===== src/hw/rtl/mac_pkg.sv =====
package mac_pkg;

	// Coefficient words per sensor: nine matrix terms, then x/y/z offsets
	localparam int COEFS = 12;
	localparam int MIN_SELECTED = 6;
	// Widest sensor index and coefficient slot carried between modules
	localparam int SN_W = 6;
	localparam int SLOT_W = 4;
	// First offset slot
	localparam logic [SLOT_W-1:0] SLOT_OFF = 4'd9;
	// Calc phase: reads issued on steps 0..CALC_READS-1, results settle by CALC_LAST
	localparam logic [3:0] CALC_READS = 4'd12;
	localparam logic [3:0] CALC_LAST = 4'd14;

	typedef enum logic [1:0] {
		OP_SAMPLE = 2'd0,
		OP_COEF   = 2'd1,
		OP_CLEAR  = 2'd2,
		OP_NONE   = 2'd3
	} op_t;

	typedef enum logic [2:0] {
		STAT_STORED = 3'd0,
		STAT_FRAME  = 3'd1,
		STAT_BAD    = 3'd2,
		STAT_FEW    = 3'd3,
		STAT_DONE   = 3'd4
	} status_t;

	typedef enum logic [2:0] {
		S_INIT,
		S_IDLE,
		S_DECODE,
		S_CALC,
		S_STORE,
		S_RESULT,
		S_FR_RD,
		S_FR_OUT
	} state_t;

	// Controller to datapath
	typedef struct packed {
		logic in_take;
		logic init_we;
		logic [SN_W-1:0] init_row;
		logic [SLOT_W-1:0] mem_slot;
		logic coef_we;
		logic calc_rd;
		logic clr_mask;
		logic set_bit;
		logic st_we;
		logic [SN_W-1:0] frame_idx;
		logic out_load;
		status_t out_status;
		logic out_last;
	} cmd_t;

	// Datapath to controller
	typedef struct packed {
		op_t op;
		logic bad_sensor;
		logic few;
		logic frame;
		logic out_free;
	} sts_t;

endpackage


===== src/hw/rtl/mac_ctrl.sv =====
module mac_ctrl import mac_pkg::*; #(
	parameter int SENSORS = 16
) (
	input logic clk,
	input logic arst_n,
	input logic in_valid,
	output logic in_ready,
	input sts_t sts,
	output cmd_t cmd
);

	localparam int SW = $clog2(SENSORS);
	localparam logic [SW-1:0] LAST_SN = SW'(SENSORS - 1);
	localparam logic [SLOT_W-1:0] LAST_SLOT = SLOT_W'(COEFS - 1);

	// Calc step to table slot: offsets first, then matrix row-major
	function automatic logic [SLOT_W-1:0] step_slot(input logic [3:0] st);
		logic [SLOT_W-1:0] s;
		if (st < 4'd3) begin
			s = st + SLOT_OFF;
		end else begin
			s = st - 4'd3;
		end
		return s;
	endfunction

	state_t state_q;
	state_t state_d;
	logic [SW-1:0] init_row_q;
	logic [SLOT_W-1:0] init_slot_q;
	logic [3:0] step_q;
	logic [SW-1:0] frame_q;
	status_t res_q;
	status_t res_dec;
	logic in_take;

	assign in_take = in_valid && (state_q == S_IDLE);

	// Result code for a command decided at decode
	always_comb begin
		case (sts.op)
			OP_CLEAR, OP_NONE: res_dec = STAT_DONE;
			default: res_dec = sts.bad_sensor ? STAT_BAD : STAT_DONE;
		endcase
	end

	// Next state
	always_comb begin
		state_d = state_q;
		case (state_q)
			S_INIT: begin
				if ((init_row_q == LAST_SN) && (init_slot_q == LAST_SLOT)) begin
					state_d = S_IDLE;
				end
			end
			S_IDLE: begin
				if (in_valid) begin
					state_d = S_DECODE;
				end
			end
			S_DECODE: begin
				if ((sts.op == OP_SAMPLE) && !sts.bad_sensor) begin
					state_d = S_CALC;
				end else begin
					state_d = S_RESULT;
				end
			end
			S_CALC: begin
				if (step_q == CALC_LAST) begin
					state_d = S_STORE;
				end
			end
			S_STORE: begin
				if (!sts.few && sts.frame) begin
					state_d = S_FR_RD;
				end else begin
					state_d = S_RESULT;
				end
			end
			S_RESULT: begin
				if (sts.out_free) begin
					state_d = S_IDLE;
				end
			end
			S_FR_RD: begin
				state_d = S_FR_OUT;
			end
			S_FR_OUT: begin
				if (sts.out_free) begin
					state_d = (frame_q == LAST_SN) ? S_IDLE : S_FR_RD;
				end
			end
			default: begin
				state_d = S_IDLE;
			end
		endcase
	end

	// Commands
	always_comb begin
		in_ready = (state_q == S_IDLE);
		cmd.in_take = in_take;
		cmd.init_we = (state_q == S_INIT);
		cmd.init_row = SN_W'(init_row_q);
		cmd.mem_slot = (state_q == S_INIT) ? init_slot_q : step_slot(step_q);
		cmd.coef_we = (state_q == S_DECODE) && (sts.op == OP_COEF) && !sts.bad_sensor;
		cmd.calc_rd = (state_q == S_CALC) && (step_q < CALC_READS);
		cmd.clr_mask = (state_q == S_DECODE) && (sts.op == OP_CLEAR);
		cmd.set_bit = (state_q == S_STORE) && !sts.few;
		cmd.st_we = (state_q == S_STORE);
		cmd.frame_idx = SN_W'(frame_q);
		cmd.out_load = ((state_q == S_RESULT) || (state_q == S_FR_OUT)) && sts.out_free;
		cmd.out_status = (state_q == S_FR_OUT) ? STAT_FRAME : res_q;
		cmd.out_last = (state_q == S_RESULT) || (frame_q == LAST_SN);
	end

	// State and counters
	always_ff @(posedge clk or negedge arst_n) begin
		if (!arst_n) begin
			state_q <= S_INIT;
			init_row_q <= '0;
			init_slot_q <= '0;
			step_q <= '0;
			frame_q <= '0;
			res_q <= STAT_DONE;
		end else begin
			state_q <= state_d;
			if (state_q == S_INIT) begin
				if (init_slot_q == LAST_SLOT) begin
					init_slot_q <= '0;
					init_row_q <= init_row_q + 1'b1;
				end else begin
					init_slot_q <= init_slot_q + 1'b1;
				end
			end
			if (state_q == S_DECODE) begin
				step_q <= '0;
				res_q <= res_dec;
			end else if (state_q == S_CALC) begin
				step_q <= step_q + 1'b1;
			end
			if (state_q == S_STORE) begin
				frame_q <= '0;
				res_q <= sts.few ? STAT_FEW : STAT_STORED;
			end else if ((state_q == S_FR_OUT) && sts.out_free) begin
				frame_q <= frame_q + 1'b1;
			end
		end
	end

`ifndef SYNTHESIS
	// An accepted beat is decoded on the next cycle
	a_take_decode: assert property (@(posedge clk) disable iff (!arst_n)
		in_take |=> (state_q == S_DECODE))
		else $error("accepted beat not decoded");

	// Calc step never runs past its settle point
	a_step_range: assert property (@(posedge clk) disable iff (!arst_n)
		(state_q == S_CALC) |-> (step_q <= CALC_LAST))
		else $error("calc step overrun");

	// Frame walk only starts from the store step
	a_frame_entry: assert property (@(posedge clk) disable iff (!arst_n)
		((state_q == S_FR_RD) && (frame_q == '0)) |-> ($past(state_q) == S_STORE))
		else $error("frame walk entered out of order");
`endif

endmodule


===== config.mk =====
export PLATFORM = sky130hd
export DESIGN_NAME = mac_ctrl
export DESIGN_NICKNAME = d
export VERILOG_FILES = /design/src/hw/rtl/mac_pkg.sv /design/src/hw/rtl/mac_ctrl.sv
export SDC_FILE = /design/constraint.sdc
export NUM_CORES = 1
export LEC_CHECK = 0
export BUFFER_PORTS_ARGS = -buffer_cell sky130_fd_sc_hd__buf_2
export CAP_MARGIN = 20
export CORE_UTILIZATION = 41
export DETAILED_ROUTE_END_ITERATION = 16
export GPL_TIMING_DRIVEN = 0
export PLACE_DENSITY = 0.61
export SLEW_MARGIN = 30
export SYNTH_ARGS = -nofsm -noshare
export SYNTH_HDL_FRONTEND = slang
export SYNTH_SLANG_ARGS = --single-unit

===== constraint.sdc =====
create_clock -name clk -period 3 [get_ports clk]
set_clock_uncertainty 0.2 [all_clocks]
set_input_delay 0.6 -clock clk [delete_from_list [all_inputs] [get_ports clk]]
set_output_delay 0.6 -clock clk [all_outputs]
set_load 0.02 [all_outputs]

## Yosys cells after proc, flatten, opt, wreduce, memory -nomap -nowiden

Index checks and enable logic that the tools add are counted.
W data, S select, Z words.

| word-level totals | value |
|---|---|
| output and inout port bits | 29 |
| input bits | 9 |
| register bits | 22 |

| operators by class | value |
|---|---|
| reduce and logical (&&, ||, !) cells | 23 |
| add/sub/neg operators | 6 |
| $lt $le $gt $ge | 2 |
| eq/ne operators | 19 |
| muxes and demuxes | 22 |

Operators with widths:

| cell | number |
|---|---|
| $mux W3 | 12 |
| $mux W4 | 7 |
| $pmux W3 S8 | 1 |
| $add A4 B1 Y4 const B | 4 |
| $eq A4 B4 Y1 const B | 4 |
| $eq A3 B3 Y1 const B | 4 |
| $logic_and A1 B1 Y1 | 11 |
| $ne A2 B2 Y1 const B | 4 |
| $eq A3 B2 Y1 const B | 2 |
| $reduce_bool A2 Y1 | 3 |
| $reduce_and A5 Y1 | 1 |
| $add A4 B4 Y4 const B | 1 |
| $eq A2 B2 Y1 const B | 2 |
| $lt A4 B2 Y1 const B | 1 |
| $lt A4 B4 Y1 const B | 1 |
| $mux W2 | 2 |
| $sub A4 B2 Y4 const B | 1 |
| $eq A3 B1 Y1 const B | 1 |
| $logic_not A3 Y1 | 1 |
| $eq A2 B1 Y1 const B | 1 |
| $logic_not A1 Y1 | 2 |
| $logic_not A2 Y1 | 1 |
| $logic_or A1 B1 Y1 | 2 |
| $ne A2 B1 Y1 const B | 1 |
| 2 further kinds | 2 |

## Longest topological paths before layout

| logic depth | value |
|---|---|
| word-level depth | 5 |
| gate-level depth with buffers | 6 |
| mapped depth without buffers | 5 |

## Worst setup path after synthesis

Ideal clock, no wire load.

| path | value |
|---|---|
| path type | flip-flop to output port |
| from | register state_q[2] |
| to | output port cmd[13] (netlist bit) |
| cell stages (with the launch flop) | 5 |
| buffers on the path | 2 |
| setup slack | 0.601 ns |
| arrival time | 1.599 ns |
| data required time | 2.200 ns |
| path through | dfrtp_1 -> buf_6 -> nand2b_1 -> clkbuf_1 -> nor4b_1 |

RTL lines:

| what | RTL line | RTL |
|---|---|---|
| start: declaration | mac_ctrl.sv:27 | `state_t state_q;` |
| start signal: assignment | mac_ctrl.sv:127 | `state_q <= state_d;` |
| end: declaration | mac_ctrl.sv:9 | `output cmd_t cmd` |

==> impl_summary.txt <==
----------------------------------------------------
[Power]
  Cell leakage power ... roughly 0.00084 µW
  Maximum vdd ir drop ... between 0.0004 and 0.0005 V
  Power per standard cell area ... 1020 nW/µm²

[Floorplanning]
  Total I/O pin count ... 38
  Placeable core region ... ~3400 µm²
  Die area ... approximately 3800 µm²
  Die width ... just over 60 µm
  Starting utilization of the core area ... 0.436
  Number of standard-cell rows in the floorplan ... 21
  Vertical die dimension ... slightly above 60 µm

[Global route]
  Overall global routing resource usage ... 0.189
  Via count of the first global-routing pass ... between 1000 and 1500
  Maximum number of pins on one net before global-route repair ... 23
  Number of antenna violations at the first check in global routing ... 0
  Global-route wire length before repair ... 5350 µm
  Global-route congestion overflow total ... 0

[STA]
  Final slew viol count ... 0
  Worst Setup Slack, final ... 0.244 ns
  Transition time of the tightest slew-check pin ... between 0.5 and 0.6 ns
  Setup tns final ... 0 ns
  Minimum clock period after layout ... between 2 and 3 ns
  Portion of the clock cycle consumed by the worst path in the final layout ... 0.919
  Final setup fails ... 0
  Maximum operating frequency ... around 360 MHz
  Final hold violation count ... 0
  Relative slew slack ... 0.654
  Setup repair after global routing missed its margin ... false

[Yosys]
  Area of the mapped netlist ... between 1000 and 1500 µm²
  FFs w/ async S/R, synth ... 1.00
  Mean instance size in the synthesized netlist ... roughly 8.3 µm²
  Share of Yosys cell area claimed by the top area cell type ... 0.356
  Synth area leader ... sky130_fd_sc_hd__dfrtp_1
  Warnings from Yosys ... 0
  Distinct cell type count of the synthesized netlist ... 42
  Gate count of the mapped netlist ... about 180
  Number of flops mapped to enable cells by yosys ... 0
  Synthesized flop and latch total ... 22
  Cell with the most instances after synthesis ... sky130_fd_sc_hd__dfrtp_1
  Main synth FF type ... sky130_fd_sc_hd__dfrtp_1
  Ranking of synthesized cells by area ... sky130_fd_sc_hd__dfrtp_1 36%, sky130_fd_sc_hd__nand2_1 5.1%, sky130_fd_sc_hd__ha_1 4.2%
  Sequential share of the synthesized area ... 0.373
  Most common library cells after synthesis ... 21 x sky130_fd_sc_hd__dfrtp_1, 20 x sky130_fd_sc_hd__nand2_1, 15 x sky130_fd_sc_hd__nor2_1

[Drt]
  Vias after detailed routing ... roughly 1400
  Length of the first detailed-routing pass in iterations ... 4
  Routed length per instance ... ~13 µm
  Remaining antenna violation count ... 0
  Wirelength, routed ... ~3400 µm
  Number of vias per cell ... ~5.3
  Initial drt markers ... 53
  Number of DRC violations after detailed routing ... 0

[Clock network]
  Number of buffers inserted during clock tree synthesis ... 3
  Clock tree sinks ... 22
  Number of hold-repair buffers added at the cts stage ... 0
  Number of buffers added for setup after CTS ... 0
  Skew-Pair Late Insertion Delay ... 0.31 ns
  Clk root buf ... sky130_fd_sc_hd__clkbuf_4
  Clock transition at path regs ... approximately 0.13 ns
  H-Tree Depth ... 1
  Buffer levels on the longest clock path ... 2
  Post-cts sizing count ... 0
  TritonCTS clock tree ... yes

[Final layout]
  Ratio of cells with drive above 1 in the final layout ... 0.224
  Area added between synthesis and finish ... 17.6%
  Number of nets in the final layout ... between 200 and 250
  Antenna diodes ... 0
  Fill cells ... 341

[Placement]
  Detailed placer's ending HPWL ... roughly 2600 µm
  Gpl congestion ... around 0.85
  I/O Buffers ... 33
  Worst slack after detailed placement ... 0.603 ns

[Worst setup path]
  Crit path top cell by count ... sky130_fd_sc_hd__clkbuf_1
  Endpoint of the worst register-to-register path ... init_row_q[1]
  Depth of the most critical reg-to-reg path ... 5
  Nature of the critical path startpoint ... flip-flop
  Slowest library cell on the worst path ... sky130_fd_sc_hd__clkbuf_1
  Required time reported for the critical path endpoint ... 2.20 ns
  Endpoint arrival time on the critical path ... roughly 2.0 ns
  Largest stage delay, worst path ... 0.40 ns
  FF-to-FF Start ... state_q[2]
  Crit Path Class ... reg -> out
  Setup slack of the worst register-to-register path ... 1.11 ns
  Biggest fanout along the worst timing path ... 10
  Kind of end point of the critical path ... output pin
  Worst path cell trace ... clkbuf_1 -> clkbuf_1 -> nand3_1 -> and2_1 -> buf_2

[Run]
  Max-capacitance violation count ... 0

[Worst hold path]
  Path category of the worst min-delay check ... in -> async

[Run status]
  Run status ... finished clean

----------------------------------------------------
metal layers:
metal	routed length [µm]	share of wire	GRT usage	vias up
met3	115	0.034	0.0248	2
li1	-	-	-	711
met1	1670	0.49	0.253	670
met2	1570	0.47	0.318	28
met5	0	0	0	-
met4	19	0.0056	0.0571	0
flip-flops by register name, indices dropped and copies added (netlist names):
name	cells
init_slot_q	4
res_q	3
step_q	4
state_q	3
init_row_q	4
frame_q	4
cells in the final DEF (no fill, tap or decap), drive strengths merged, types with 4 or more instances in the layout:
cell type	synthesis	routed
nor3	8	8
a21oi	12	12
nor2	15	15
nand3	5	5
o21ai	12	12
dfrtp	21	21
inv	7	7
mux2i	4	4
conb	1	4
nand2	20	20
buf	7	40
and2	4	4
ha	5	5
o22ai	5	5
clkbuf	10	14
nand4	4	4
where the power goes:
| part | switching, µW | total, µW | internal, µW |
|---|---|---|---|
| logic | 707 | 1110 | 405 |
| registers | 101 | 515 | 414 |
| clock network | 94.0 | 146 | 51.8 |
| total | 902 | 1770 | 871 |
critical path: cells and delay by family, from the launching register on:
family	cells	cell delay, ns
buffers and inverters	3	0.90
DFF	1	0.39
and+or+nand+nor	2	0.36
final cells by class:
type / count / area, µm² / share of cell area
Multi-Input combinational cell: 135 / 815 / 0.469
Clock buffer: 4 / 26.3 / 0.0151
Sequential cell: 22 / 552 / 0.317
Buffer: 17 / 91.3 / 0.0526
Tap cell: 46 / 57.6 / 0.0331
Inverter: 8 / 31.3 / 0.0180
Timing Repair Buffer: 33 / 165 / 0.0950
worst max-delay path by stage:
| stage | end | startpoint | cells past startpoint | slack (ns) |
|---|---|---|---|---|
| global route | cmd[3] | state_q[1] | 5 | 0.09 |
| finish | cmd[2] | state_q[1] | 5 | 0.24 |
| floorplan | cmd[13] | state_q[2] | 4 | 0.60 |
| CTS | cmd[3] | state_q[0] | 5 | 0.24 |
| global placement | cmd[3] | state_q[1] | 5 | 0.62 |
| detailed placement | cmd[3] | state_q[0] | 5 | 0.60 |
through the flow:
stage                      util  power [µW]  instances  cell area [µm²]  hold slack (ns)
after detailed placement  0.505        1630        261             1710            0.292
after floorplan               -        1320        182             1490            0.104
after CTS                 0.513        1780        265             1740           0.0590
final                     0.513        1770        265             1740           0.0438
after global routing      0.513        1940        265             1740           0.0660
after global placement    0.505        1610        261             1710            0.281
cell families after synthesis:
logic type | Yosys count | synth area share
XOR/XNOR | 4 | 0.0237
buffers and inverters | 25 | 0.0830
multiplexers | 5 | 0.0347
AO/OA/AOI/OAI | 46 | 0.197
other | 1 | 0.00254
adder cells (fa/ha/maj) | 5 | 0.0423
flip-flops | 22 | 0.373
AND/OR/NAND/NOR | 71 | 0.243
(Power assumes the default switching activity.)
