## config.mk

```make
export PLATFORM = sky130hd
export DESIGN_NAME = mac_dp
export DESIGN_NICKNAME = d
export VERILOG_FILES = /design/src/hw/rtl/mac_pkg.sv /design/src/hw/rtl/mac_dp.sv
export SDC_FILE = /design/constraint.sdc
export NUM_CORES = 2
export LEC_CHECK = 0
export BUFFER_PORTS_ARGS = -buffer_cell sky130_fd_sc_hd__buf_2
export CAP_MARGIN = 25
export CORE_UTILIZATION = 45
export CTS_CLUSTER_SIZE = 20
export DETAILED_ROUTE_END_ITERATION = 6
export PLACE_DENSITY = 0.58
export SKIP_LAST_GASP = 1
export SYNTH_ARGS = -nofsm -noshare
export SYNTH_HDL_FRONTEND = slang
export SYNTH_SLANG_ARGS = --single-unit
```

## constraint.sdc

```tcl
create_clock -name clk -period 9.8 [get_ports clk]
set_input_delay 1.96 -clock clk [delete_from_list [all_inputs] [get_ports clk]]
set_output_delay 1.96 -clock clk [all_outputs]
set_load 0.01 [all_outputs]
```

## src/hw/rtl/mac_pkg.sv

```systemverilog
package mac_pkg;

	// Coefficient words per sensor: nine matrix terms, then x/y/z offsets
	localparam int COEFS = 12;
	localparam int MIN_SELECTED = 6;
	// Widest sensor index and coefficient slot carried between modules
	localparam int SN_W = 6;
	localparam int SLOT_W = 4;
	// First offset slot
	localparam logic [SLOT_W-1:0] SLOT_OFF = 4'd9;
	// Calc phase: reads issued on steps 0..CALC_READS-1, results settle by CALC_LAST
	localparam logic [3:0] CALC_READS = 4'd12;
	localparam logic [3:0] CALC_LAST = 4'd14;

	typedef enum logic [1:0] {
		OP_SAMPLE = 2'd0,
		OP_COEF   = 2'd1,
		OP_CLEAR  = 2'd2,
		OP_NONE   = 2'd3
	} op_t;

	typedef enum logic [2:0] {
		STAT_STORED = 3'd0,
		STAT_FRAME  = 3'd1,
		STAT_BAD    = 3'd2,
		STAT_FEW    = 3'd3,
		STAT_DONE   = 3'd4
	} status_t;

	typedef enum logic [2:0] {
		S_INIT,
		S_IDLE,
		S_DECODE,
		S_CALC,
		S_STORE,
		S_RESULT,
		S_FR_RD,
		S_FR_OUT
	} state_t;

	// Controller to datapath
	typedef struct packed {
		logic in_take;
		logic init_we;
		logic [SN_W-1:0] init_row;
		logic [SLOT_W-1:0] mem_slot;
		logic coef_we;
		logic calc_rd;
		logic clr_mask;
		logic set_bit;
		logic st_we;
		logic [SN_W-1:0] frame_idx;
		logic out_load;
		status_t out_status;
		logic out_last;
	} cmd_t;

	// Datapath to controller
	typedef struct packed {
		op_t op;
		logic bad_sensor;
		logic few;
		logic frame;
		logic out_free;
	} sts_t;

endpackage

```

## src/hw/rtl/mac_dp.sv

```systemverilog
module mac_dp import mac_pkg::*; #(
	parameter int SENSORS = 16
) (
	input logic clk,
	input logic arst_n,
	input cmd_t cmd,
	output sts_t sts,
	input logic [1:0] in_op,
	input logic [5:0] in_sensor,
	input logic signed [15:0] in_axis_x,
	input logic signed [15:0] in_axis_y,
	input logic signed [15:0] in_axis_z,
	input logic [3:0] in_coef_slot,
	input logic signed [15:0] in_coef_value,
	input logic cfg_we,
	input logic [15:0] cfg_wdata,
	input logic out_ready,
	output logic out_valid,
	output logic [2:0] out_status,
	output logic [5:0] out_sensor,
	output logic signed [17:0] out_x,
	output logic signed [17:0] out_y,
	output logic signed [17:0] out_z,
	output logic out_last
);

	localparam int SW = $clog2(SENSORS);
	localparam int DEPTH = SENSORS * COEFS;
	localparam int CAW = $clog2(DEPTH);
	localparam int SELW = (SENSORS < 16) ? SENSORS : 16;
	localparam logic [15:0] SEL_M = (SENSORS >= 16) ? 16'hFFFF : 16'((1 << SENSORS) - 1);
	localparam int PW = 33;
	localparam int AW = 35;
	localparam int FRAC = 14;
	localparam int QW = AW - FRAC;
	localparam logic signed [AW-1:0] RND_HALF = AW'(8192);
	localparam logic signed [QW-1:0] QMAX = QW'(131071);
	localparam logic signed [QW-1:0] QMIN = -QW'(131072);
	localparam logic signed [15:0] Q_ONE = 16'sd16384;

	// Identity row contents
	function automatic logic signed [15:0] init_value(input logic [SLOT_W-1:0] s);
		logic signed [15:0] v;
		case (s) inside
			4'd0, 4'd4, 4'd8: v = Q_ONE;
			default: v = '0;
		endcase
		return v;
	endfunction

	function automatic logic [1:0] slot_row(input logic [SLOT_W-1:0] s);
		logic [1:0] r;
		case (s) inside
			[4'd0:4'd2]: r = 2'd0;
			[4'd3:4'd5]: r = 2'd1;
			default: r = 2'd2;
		endcase
		return r;
	endfunction

	function automatic logic [1:0] slot_col(input logic [SLOT_W-1:0] s);
		logic [1:0] c;
		case (s) inside
			4'd0, 4'd3, 4'd6: c = 2'd0;
			4'd1, 4'd4, 4'd7: c = 2'd1;
			default: c = 2'd2;
		endcase
		return c;
	endfunction

	// Captured input beat
	op_t op_q;
	logic [5:0] sn_q;
	logic signed [15:0] ax_q [3];
	logic [SLOT_W-1:0] coef_slot_q;
	logic signed [15:0] coef_val_q;

	// Config and mask state
	logic [15:0] sel_q;
	logic few_q;
	logic [SENSORS-1:0] upd_q;

	// Coefficient table
	logic signed [15:0] coef_mem [DEPTH];
	logic [SW-1:0] row;
	logic [SLOT_W-1:0] slot;
	logic [CAW-1:0] addr;
	logic mem_we;
	logic signed [15:0] mem_wdata;

	// Calc pipeline
	logic signed [15:0] coef_rd_s1;
	logic [SLOT_W-1:0] slot_s1;
	logic vld_s1;
	logic signed [16:0] d_q [3];
	logic signed [PW-1:0] prod_s2;
	logic [1:0] col_s2;
	logic [1:0] row_s2;
	logic vld_s2;
	logic signed [AW-1:0] acc_q;
	logic [1:0] row_s3;
	logic fin_s3;
	logic signed [17:0] r_q [3];
	logic [1:0] off_idx;
	logic signed [AW-1:0] rnd;
	logic signed [QW-1:0] qv;
	logic signed [17:0] sat;

	// Corrected store
	logic [53:0] st_mem [SENSORS];
	logic [SENSORS-1:0] st_vld_q;
	logic [53:0] st_rd_q;
	logic st_rd_vld_q;
	logic [SW-1:0] sw;
	logic [SW-1:0] fidx;

	// Mask logic
	logic [15:0] sel16;
	logic [2:0] nib [4];
	logic [4:0] sel_cnt;
	logic [SENSORS-1:0] sel_ext;
	logic [SENSORS-1:0] sn_hot;

	// Output register
	logic out_vld_q;
	logic [2:0] o_status;
	logic [5:0] o_sensor;
	logic signed [17:0] o_x;
	logic signed [17:0] o_y;
	logic signed [17:0] o_z;

	assign sw = sn_q[SW-1:0];
	assign fidx = cmd.frame_idx[SW-1:0];

	// Selected count over the bits that name real sensors
	always_comb begin
		sel16 = sel_q & SEL_M;
		for (int n = 0; n < 4; n++) begin
			nib[n] = 3'(sel16[4*n]) + 3'(sel16[4*n+1]) + 3'(sel16[4*n+2])
				+ 3'(sel16[4*n+3]);
		end
		sel_cnt = 5'(nib[0]) + 5'(nib[1]) + 5'(nib[2]) + 5'(nib[3]);
		sel_ext = '0;
		for (int i = 0; i < SELW; i++) begin
			sel_ext[i] = sel_q[i];
		end
		sn_hot = '0;
		sn_hot[sw] = 1'b1;
	end

	// Status to controller
	always_comb begin
		sts.op = op_q;
		sts.bad_sensor = {1'b0, sn_q} >= 7'(SENSORS);
		sts.few = few_q;
		sts.frame = (upd_q | sn_hot) == sel_ext;
		sts.out_free = !out_vld_q || out_ready;
	end

	// Table address and write source
	always_comb begin
		row = cmd.init_we ? cmd.init_row[SW-1:0] : sw;
		slot = cmd.coef_we ? coef_slot_q : cmd.mem_slot;
		addr = CAW'(row) * CAW'(COEFS) + CAW'(slot);
		mem_we = cmd.init_we || (cmd.coef_we && ({28'd0, coef_slot_q} < COEFS));
		mem_wdata = cmd.init_we ? init_value(cmd.mem_slot) : coef_val_q;
	end

	always_ff @(posedge clk) begin
		if (mem_we) begin
			coef_mem[addr] <= mem_wdata;
		end
		coef_rd_s1 <= coef_mem[addr];
	end

	// Rounding and saturation of a finished row
	always_comb begin
		rnd = acc_q + RND_HALF;
		qv = QW'(rnd >>> FRAC);
		if (qv > QMAX) begin
			sat = 18'sh1FFFF;
		end else if (qv < QMIN) begin
			sat = -18'sh20000;
		end else begin
			sat = 18'(qv);
		end
		off_idx = 2'(slot_s1 - SLOT_OFF);
	end

	// Input capture and calc datapath
	always_ff @(posedge clk) begin
		if (cmd.in_take) begin
			op_q <= op_t'(in_op);
			sn_q <= in_sensor;
			ax_q[0] <= in_axis_x;
			ax_q[1] <= in_axis_y;
			ax_q[2] <= in_axis_z;
			coef_slot_q <= in_coef_slot;
			coef_val_q <= in_coef_value;
		end
		slot_s1 <= cmd.mem_slot;
		if (vld_s1) begin
			if (slot_s1 >= SLOT_OFF) begin
				d_q[off_idx] <= 17'(ax_q[off_idx]) - 17'(coef_rd_s1);
			end else begin
				prod_s2 <= PW'(coef_rd_s1) * PW'(d_q[slot_col(slot_s1)]);
				col_s2 <= slot_col(slot_s1);
				row_s2 <= slot_row(slot_s1);
			end
		end
		if (vld_s2) begin
			acc_q <= ((col_s2 == 2'd0) ? '0 : acc_q) + AW'(prod_s2);
		end
		row_s3 <= row_s2;
		if (fin_s3) begin
			r_q[row_s3] <= sat;
		end
	end

	// Corrected store, read one entry per cycle at the frame walk index
	always_ff @(posedge clk) begin
		if (cmd.st_we) begin
			st_mem[sw] <= {r_q[0], r_q[1], r_q[2]};
		end
		st_rd_q <= st_mem[fidx];
	end

	// Result payload
	always_comb begin
		o_status = cmd.out_status;
		o_sensor = '0;
		o_x = '0;
		o_y = '0;
		o_z = '0;
		case (cmd.out_status)
			STAT_STORED, STAT_FEW: begin
				o_sensor = sn_q;
				o_x = r_q[0];
				o_y = r_q[1];
				o_z = r_q[2];
			end
			STAT_FRAME: begin
				o_sensor = cmd.frame_idx;
				if (st_rd_vld_q) begin
					o_x = st_rd_q[53:36];
					o_y = st_rd_q[35:18];
					o_z = st_rd_q[17:0];
				end
			end
			default: begin
				o_sensor = '0;
			end
		endcase
	end

	always_ff @(posedge clk) begin
		if (cmd.out_load) begin
			out_status <= o_status;
			out_sensor <= o_sensor;
			out_x <= o_x;
			out_y <= o_y;
			out_z <= o_z;
			out_last <= cmd.out_last;
		end
	end

	// Control state
	always_ff @(posedge clk or negedge arst_n) begin
		if (!arst_n) begin
			sel_q <= '0;
			few_q <= 1'b1;
			upd_q <= '0;
			st_vld_q <= '0;
			st_rd_vld_q <= 1'b0;
			vld_s1 <= 1'b0;
			vld_s2 <= 1'b0;
			fin_s3 <= 1'b0;
			out_vld_q <= 1'b0;
		end else begin
			if (cfg_we) begin
				sel_q <= cfg_wdata;
			end
			few_q <= sel_cnt < 5'(MIN_SELECTED);
			if (cmd.clr_mask) begin
				upd_q <= '0;
			end else if (cmd.set_bit) begin
				upd_q <= upd_q | sn_hot;
			end
			if (cmd.st_we) begin
				st_vld_q[sw] <= 1'b1;
			end
			st_rd_vld_q <= st_vld_q[fidx];
			vld_s1 <= cmd.calc_rd;
			vld_s2 <= vld_s1 && (slot_s1 < SLOT_OFF);
			fin_s3 <= vld_s2 && (col_s2 == 2'd2);
			if (cmd.out_load) begin
				out_vld_q <= 1'b1;
			end else if (out_ready) begin
				out_vld_q <= 1'b0;
			end
		end
	end

	assign out_valid = out_vld_q;

`ifndef SYNTHESIS
	// Calc pipeline has drained when the row results are stored
	a_drained: assert property (@(posedge clk) disable iff (!arst_n)
		cmd.st_we |-> (!vld_s1 && !vld_s2 && !fin_s3))
		else $error("store written while calc pipeline busy");

	// A sensor bit is only recorded when enough sensors are selected
	a_no_set_few: assert property (@(posedge clk) disable iff (!arst_n)
		cmd.set_bit |-> !few_q)
		else $error("updated mask set with too few sensors selected");

	// Frame entries only go out while the mask matches the selection
	a_frame_match: assert property (@(posedge clk) disable iff (!arst_n)
		(cmd.out_load && (cmd.out_status == STAT_FRAME)) |-> (upd_q == sel_ext))
		else $error("frame entry with incomplete mask");
`endif

endmodule

```

# Word level (Yosys, flattened, before mapping)
# Memory sizes are Yosys's and may differ from the RTL's. A register that Yosys moved wholly into a read port is not among the register bits.
# Cells that the tools add are included.
[op_classes] magnitude_cmp=14 n_mul=2 n_eq_ne=11 n_mux=38 n_addsub=20 bitwise=3 n_reduce_logical=20
[ops] operator="$pmux W18 S2" count=3
[ops] operator="$mux W18" count=5
[ops] operator="$mux W16" count=3
[ops] operator="$add A35 B15 Y35 const B" count=1
[ops] operator="$add A35 B35 Y35" count=1
[ops] operator="$mux W35" count=1
[ops] operator="$mul A16 B17 Y33" count=1
[ops] operator="$or A16 B16 Y16" count=2
[ops] operator="$gt A21 B18 Y1 const B" count=1
[ops] operator="$lt A21 B18 Y1 const B" count=1
[ops] operator="$sub A16 B16 Y17" count=1
[ops] operator="$eq A16 B16 Y1" count=1
[ops] operator="$eq A4 B3 Y1 const B" count=4
[ops] operator="$mux W1" count=15
[ops] operator="$mux W15" count=1
[ops] operator="$add A2 B1 Y3" count=4
[ops] operator="$add A3 B1 Y3" count=4
[ops] operator="$pmux W6 S2" count=1
[ops] operator="$lt A4 B5 Y1 const B" count=2
[ops] operator="$mux W2" count=5
[ops] operator="$reduce_or A3 Y1" count=3
[ops] operator="$add A1 B1 Y2" count=4
[ops] operator="$add A8 B4 Y8" count=1
[ops] operator="$ge A4 B1 Y1 const B" count=2
[ops] operator="other kinds (31)" count=41
[totals] ff_bits=224 word_cells=138 n_memories=5 in_bits=124 ram_bits=4089
[memory_table] memory="coef_mem" words=192 word_bits=16 rd=1 rd_clocked_by_memory_dff=1 wr=1 line_no="mac_dp.sv:84" text="logic signed [15:0] coef_mem [DEPTH];"
[memory_table] memory="st_mem" words=16 word_bits=54 rd=1 rd_clocked_by_memory_dff=1 wr=1 line_no="mac_dp.sv:110" text="logic [53:0] st_mem [SENSORS];"
[memory_table] memory="r_q" words=3 word_bits=18 rd=3 rd_clocked_by_memory_dff=0 wr=1 line_no="mac_dp.sv:103" text="logic signed [17:0] r_q [3];"
[memory_table] memory="d_q" words=3 word_bits=17 rd=1 rd_clocked_by_memory_dff=0 wr=1 line_no="mac_dp.sv:95" text="logic signed [16:0] d_q [3];"
[memory_table] memory="ax_q" words=3 word_bits=16 rd=1 rd_clocked_by_memory_dff=0 wr=3 line_no="mac_dp.sv:74" text="logic signed [15:0] ax_q [3];"

# Depth between registers and ports, before layout
# An unclocked memory read counts as a cell.
[depth] depth_word=8 ltp_mapped=35 depth_no_buf=30

# Worst setup path after synthesis
# Ideal clock, no wire load.
[synth_path] path_kind="flip-flop to flip-flop" from="reg slot_s1[0]" to="reg prod_s2[32] (data pin)" arrival_ps=8193 synth_period_minus_slack_ps=8453 stages_incl_launch_ff=33 path_slack_ps=1347 setup_ps=260 path_cell_list="dfxtp_1 clkbuf_1 clkbuf_1 inv_1 ha_1 nor2_1 a211oi_1 buf_1 buf_2 mux2i_1 o21ai_0 clkbuf_1 nand2_1 fa_1 inv_1 fa_1 fa_1 fa_1 fa_1 inv_1 fa_1 inv_1 ha_1 clkbuf_1 a21o_1 a21oi_1 o21ai_0 nand3_1 o2bb2ai_1 a31o_2 o311a_1 o21ai_0 xnor2_1"
[synth_via] elab_chain_cells=8 elab_cells_between_ends=14 cone_classes="1 x mul; 5 x eq/ne; 4 x mux; 3 x reduce/logical; 1 x memory"
[synth_rtl] element="start, declared" line_no="mac_dp.sv:93" text="logic [SLOT_W-1:0] slot_s1;"
[synth_rtl] element="start signal, assigned" line_no="mac_dp.sv:201" text="slot_s1 <= cmd.mem_slot;"
[synth_rtl] element="$eq A4 B1 Y1 / $eq A4 B3 Y1 (equally long branches)" line_no="mac_dp.sv:206" text="prod_s2 <= PW'(coef_rd_s1) * PW'(d_q[slot_col(slot_s1)]);"
[synth_rtl] element="$reduce_or A3 Y1" line_no="mac_dp.sv:63" text="case (s) inside"
[synth_rtl] element="$mux W2" line_no="mac_dp.sv:63"
[synth_rtl] element="$mux W2 *"
[synth_rtl] element="$mux W2 *" line_no="mac_dp.sv:203" text="if (slot_s1 >= SLOT_OFF) begin"
[synth_rtl] element="$mux W2 *" line_no="mac_dp.sv:202" text="if (vld_s1) begin"
[synth_rtl] element="$mem_v2 Z3 W17 *"
[synth_rtl] element="$mul A16 B17 Y33 *" line_no="mac_dp.sv:206"
[synth_rtl] element="end signal, assigned" line_no="mac_dp.sv:206"
[synth_rtl] element="end, declared" line_no="mac_dp.sv:96" text="logic signed [PW-1:0] prod_s2;"
# Every way passes the cells marked *; elsewhere a longest branch is shown, timed or not. The select of a mux whose other input is x is not followed.
# A chain may end at the register's enable or synchronous reset.

# Final worst setup path
[layout_path] from="reg slot_s1[1]" to="reg prod_s2[31] (data pin)"
# The elaborated chain is that of the path after synthesis.

==> out/metrics.csv <==
stage;metric;value;unit
outcome;status;complete, but fails checks;
outcome;violations;max-slew violations;
route;firstDrtPassIters;6;
run;cap_violations;0;
floorplanning;die_y;633.1;um
logic_synthesis;seq_area_frac_synth;72.86;%
worst_hold_path;hold_end;row_s3[0];
grt;grt_max_degree;193;
logic_synthesis;synthCells;8614;
logic_synthesis;postSynthAreaPerCell;20.81;um2
sta;rsz0062_at_grt;no;
sta;tns;0;ps
route;wl_per_cell;29.63;um
floorplanning;core-area;396300;um2
logic_synthesis;synth_top_area_share;71.26;%
pwr;leakage;71.19;nW
logic_synthesis;synth_area_leader_cell;edfxtp_1;
worst_setup_path;startpoint_type;register;
grt;grtUsageMet1;29.05;%
grt;grt_pass1_wl;633.8;mm
grt;grt-busiest-layer;met2;
worst_hold_path;hold_depth;0;
finish;final_nets;9771;
sta;setup_ws;1354;ps
finish;drive_above_1_share;27.23;%
cts;clock_sinks;4383;
route;drt-initial-drc-count;8318;
pwr;peakVddDrop;1675;uV
cts;clock_path_buffers;4;
route;vias_per_cell;5.776;
logic_synthesis;async_reset_ff_share;1.232;%
cts;cts_tree;yes;
worst_setup_path;timing.rr.start;slot_s1[1];
sta;slew_headroom;-30.17;%
place;port_buffers;192;
place;gp_congestion;0.8401;
cts;cts_hold_buffers;0;
cts;cts_made_buffers;439;
worst_hold_path;min-delay-start;row_s2[0];
sta;maxSlewViolCount;115;
worst_setup_path;cp.arrival;9120;ps
place;dp_slack;1306;ps
logic_synthesis;synth_seq_cells;4383;
finish;area_delta_synth_final;13.45;%
worst_hold_path;hp-class;register to register;
logic_synthesis;synth_ff_type;edfxtp_1;
logic_synthesis;synth_top_cells_by_area;edfxtp_1, mux4_2, fa_1;
cts;cts_resized;0;
place;dp_hpwl;260.6;mm
floorplanning;fp.dieW;633.1;um
cts;insertion_delay;980;ps
grt;grt_util_met3;2.726;%
grt;grtUsageTotal;21.85;%
logic_synthesis;ys.warnings.count;0;
worst_setup_path;required;10480;ps
logic_synthesis;syn_area;179200;um2
route;antenna_left;0;
route;drc;0;
cts;cts_setup_buffers;0;
worst_setup_path;rrSetupSlack;1350;ps
worst_setup_path;crit_type;register to register;
floorplanning;ios;195;
sta;fmax;118.4;MHz
sta;final_hold_viol_count;0;
route;routed_wl;439.1;mm
worst_setup_path;path_max_fanout;12;
grt;use_met2;37.67;%
sta;clock_skew;95.03;ps
sta;finalSetupViolCount;0;
pwr;power_density;341.0;nW/um2
floorplanning;start_util;45.23;%
grt;grt_overflow;0;
worst_setup_path;reg2reg_depth;27;
grt;antenna_found_initial;14;
route;vias;85611;
worst_setup_path;endpoint_kind;register;
cts;root_buffer;clkbuf_16;
sta;min_period;8446;ps
worst_setup_path;r2r_end;prod_s2[31];
cts;path_clk_slew;60;ps
sta;finalCritPeriodShare;86.18;%
floorplanning;dieArea;400800;um2
grt;grt_pass1_vias;89004;
sta;worst_pin_slew;1953;ps
logic_synthesis;syn_nets;9179;
logic_synthesis;synth_cell_types;72;
logic_synthesis;synth-edff-count;4253;
floorplanning;rows;231;
cts;h-tree-depth;5;
[cell usage after synthesis, types with 31 or more instances]
master    count
a31oi_1      41
nand2_1     290
fa_1        290
ha_1        151
edfxtp_1   4253
buf_2        54
xnor2_1      78
nand3_1     106
inv_1       388
o21ai_0      85
nor3_1       36
buf_1        66
nor2b_1      88
a22o_1       55
xor2_1       35
and2_1      117
dfxtp_1      76
buf_6        31
clkbuf_1    271
mux4_2     1235
nor2_1      353
and3_1       41
a21oi_1     140
mux2i_1      46
dfrtp_1      53
[cells in the final DEF (no fill, tap or decap), drive strengths merged, types with 78 or more instances in the layout]
cell    netlist  final
edfxtp     4253   4253
mux4       1235   1235
buf         161    582
clkbuf      271    561
inv         388    396
nor2        353    353
nand2       290    290
fa          290    290
clkinv        0    183
ha          151    151
a21oi       140    140
and2        117    117
nand3       106    106
nor2b        88     88
o21ai        88     88
xnor2        78     78
[worst max-delay path, stage by stage (launching register included)]
cell      delay (ps)
dfxtp_1          350
inv_1            120
ha_1             240
nor2_1            90
a211oi_4         690
mux2i_1          160
o21ai_1          770
nand2_1          180
fa_1             550
fa_1             530
fa_1             510
inv_1             50
fa_1             480
fa_1             480
inv_1             50
fa_1             470
inv_1             40
ha_1             400
nand4_1          180
nor3_1           540
and3_1           250
o311ai_0         150
buf_4            190
a21oi_1          140
or3_1            200
a21bo_2          150
a21oi_1           70
xnor2_1          130
[flip-flops by register name (all words and copies together) (netlist names), 16 cells and up]
name        cells
out_y          18
upd_q          16
r_q            54
sel16          16
coef_mem     3072
coef_val_q     16
d_q            51
prod_s2        33
acc_q          35
st_rd_q        54
coef_rd_s1     16
ax_q           48
out_x          18
out_z          18
st_mem        864
st_vld_q       16
[logic make-up after synthesis]
logic type	count (synthesis)	synth area share, %
and+or+nand+nor	1120	2.934
AOI/OAI and AO/OA	440	1.572
xor gates and xnor gates	113	0.5522
muxes	1297	15.88
adders and majority gates	441	4.293
buffers and inverters	820	1.906
DFF	4383	72.86
[report_power, final]
part           switching (mW)  total, mW  internal (mW)
clock                    7.05       16.8           9.71
sequential              0.346       22.8           22.5
combinational            17.3       29.8           12.5
[metal layers]
layer / wire (um) / vias up / share of wire, %
met5: 0 / - / 0
met4: 14490 / 0 / 3.3
met3: 23990 / 663 / 5.5
met2: 224800 / 2742 / 51
met1: 175800 / 46277 / 40
li1: - / 35929 / -
[worst max path at each step]
stage / start / endpoint / cells after the start
4_1_cts: slot_s1[1] / prod_s2[31] / 29
3_3_place_gp: slot_s1[1] / prod_s2[31] / 29
6_report: slot_s1[1] / prod_s2[31] / 27
3_5_place_dp: slot_s1[1] / prod_s2[31] / 29
2_1_floorplan: slot_s1[0] / prod_s2[32] / 32
5_1_grt: slot_s1[1] / prod_s2[31] / 31
[per-stage QoR]
stage | power [mW] | cells | util, % | hold slack (ps) | instance area [um2]
3_5_place_dp | 53.05 | 13998 | 47.65 | 333.6 | 188800
6_report | 69.34 | 14821 | 51.31 | 343.8 | 203300
5_1_grt | 73.71 | 14817 | 51.31 | 351.7 | 203300
3_3_place_gp | 52.63 | 13974 | 47.55 | 338.0 | 188400
2_1_floorplan | 45.11 | 8614 | - | 323.3 | 179200
4_1_cts | 69.95 | 14806 | 51.27 | 346.8 | 203100
[final cells by class]
type | count | area (um2)
antenna | 6 | 15.01
clock buffer | 560 | 11790
clock inverter | 248 | 2556
fill | 31124 | 192900
inverter | 388 | 1456
multi-input combinational | 3411 | 45810
sequential | 4383 | 130600
tap | 5242 | 6559
timing repair buffer | 583 | 4554
(Power assumes the default switching activity.)
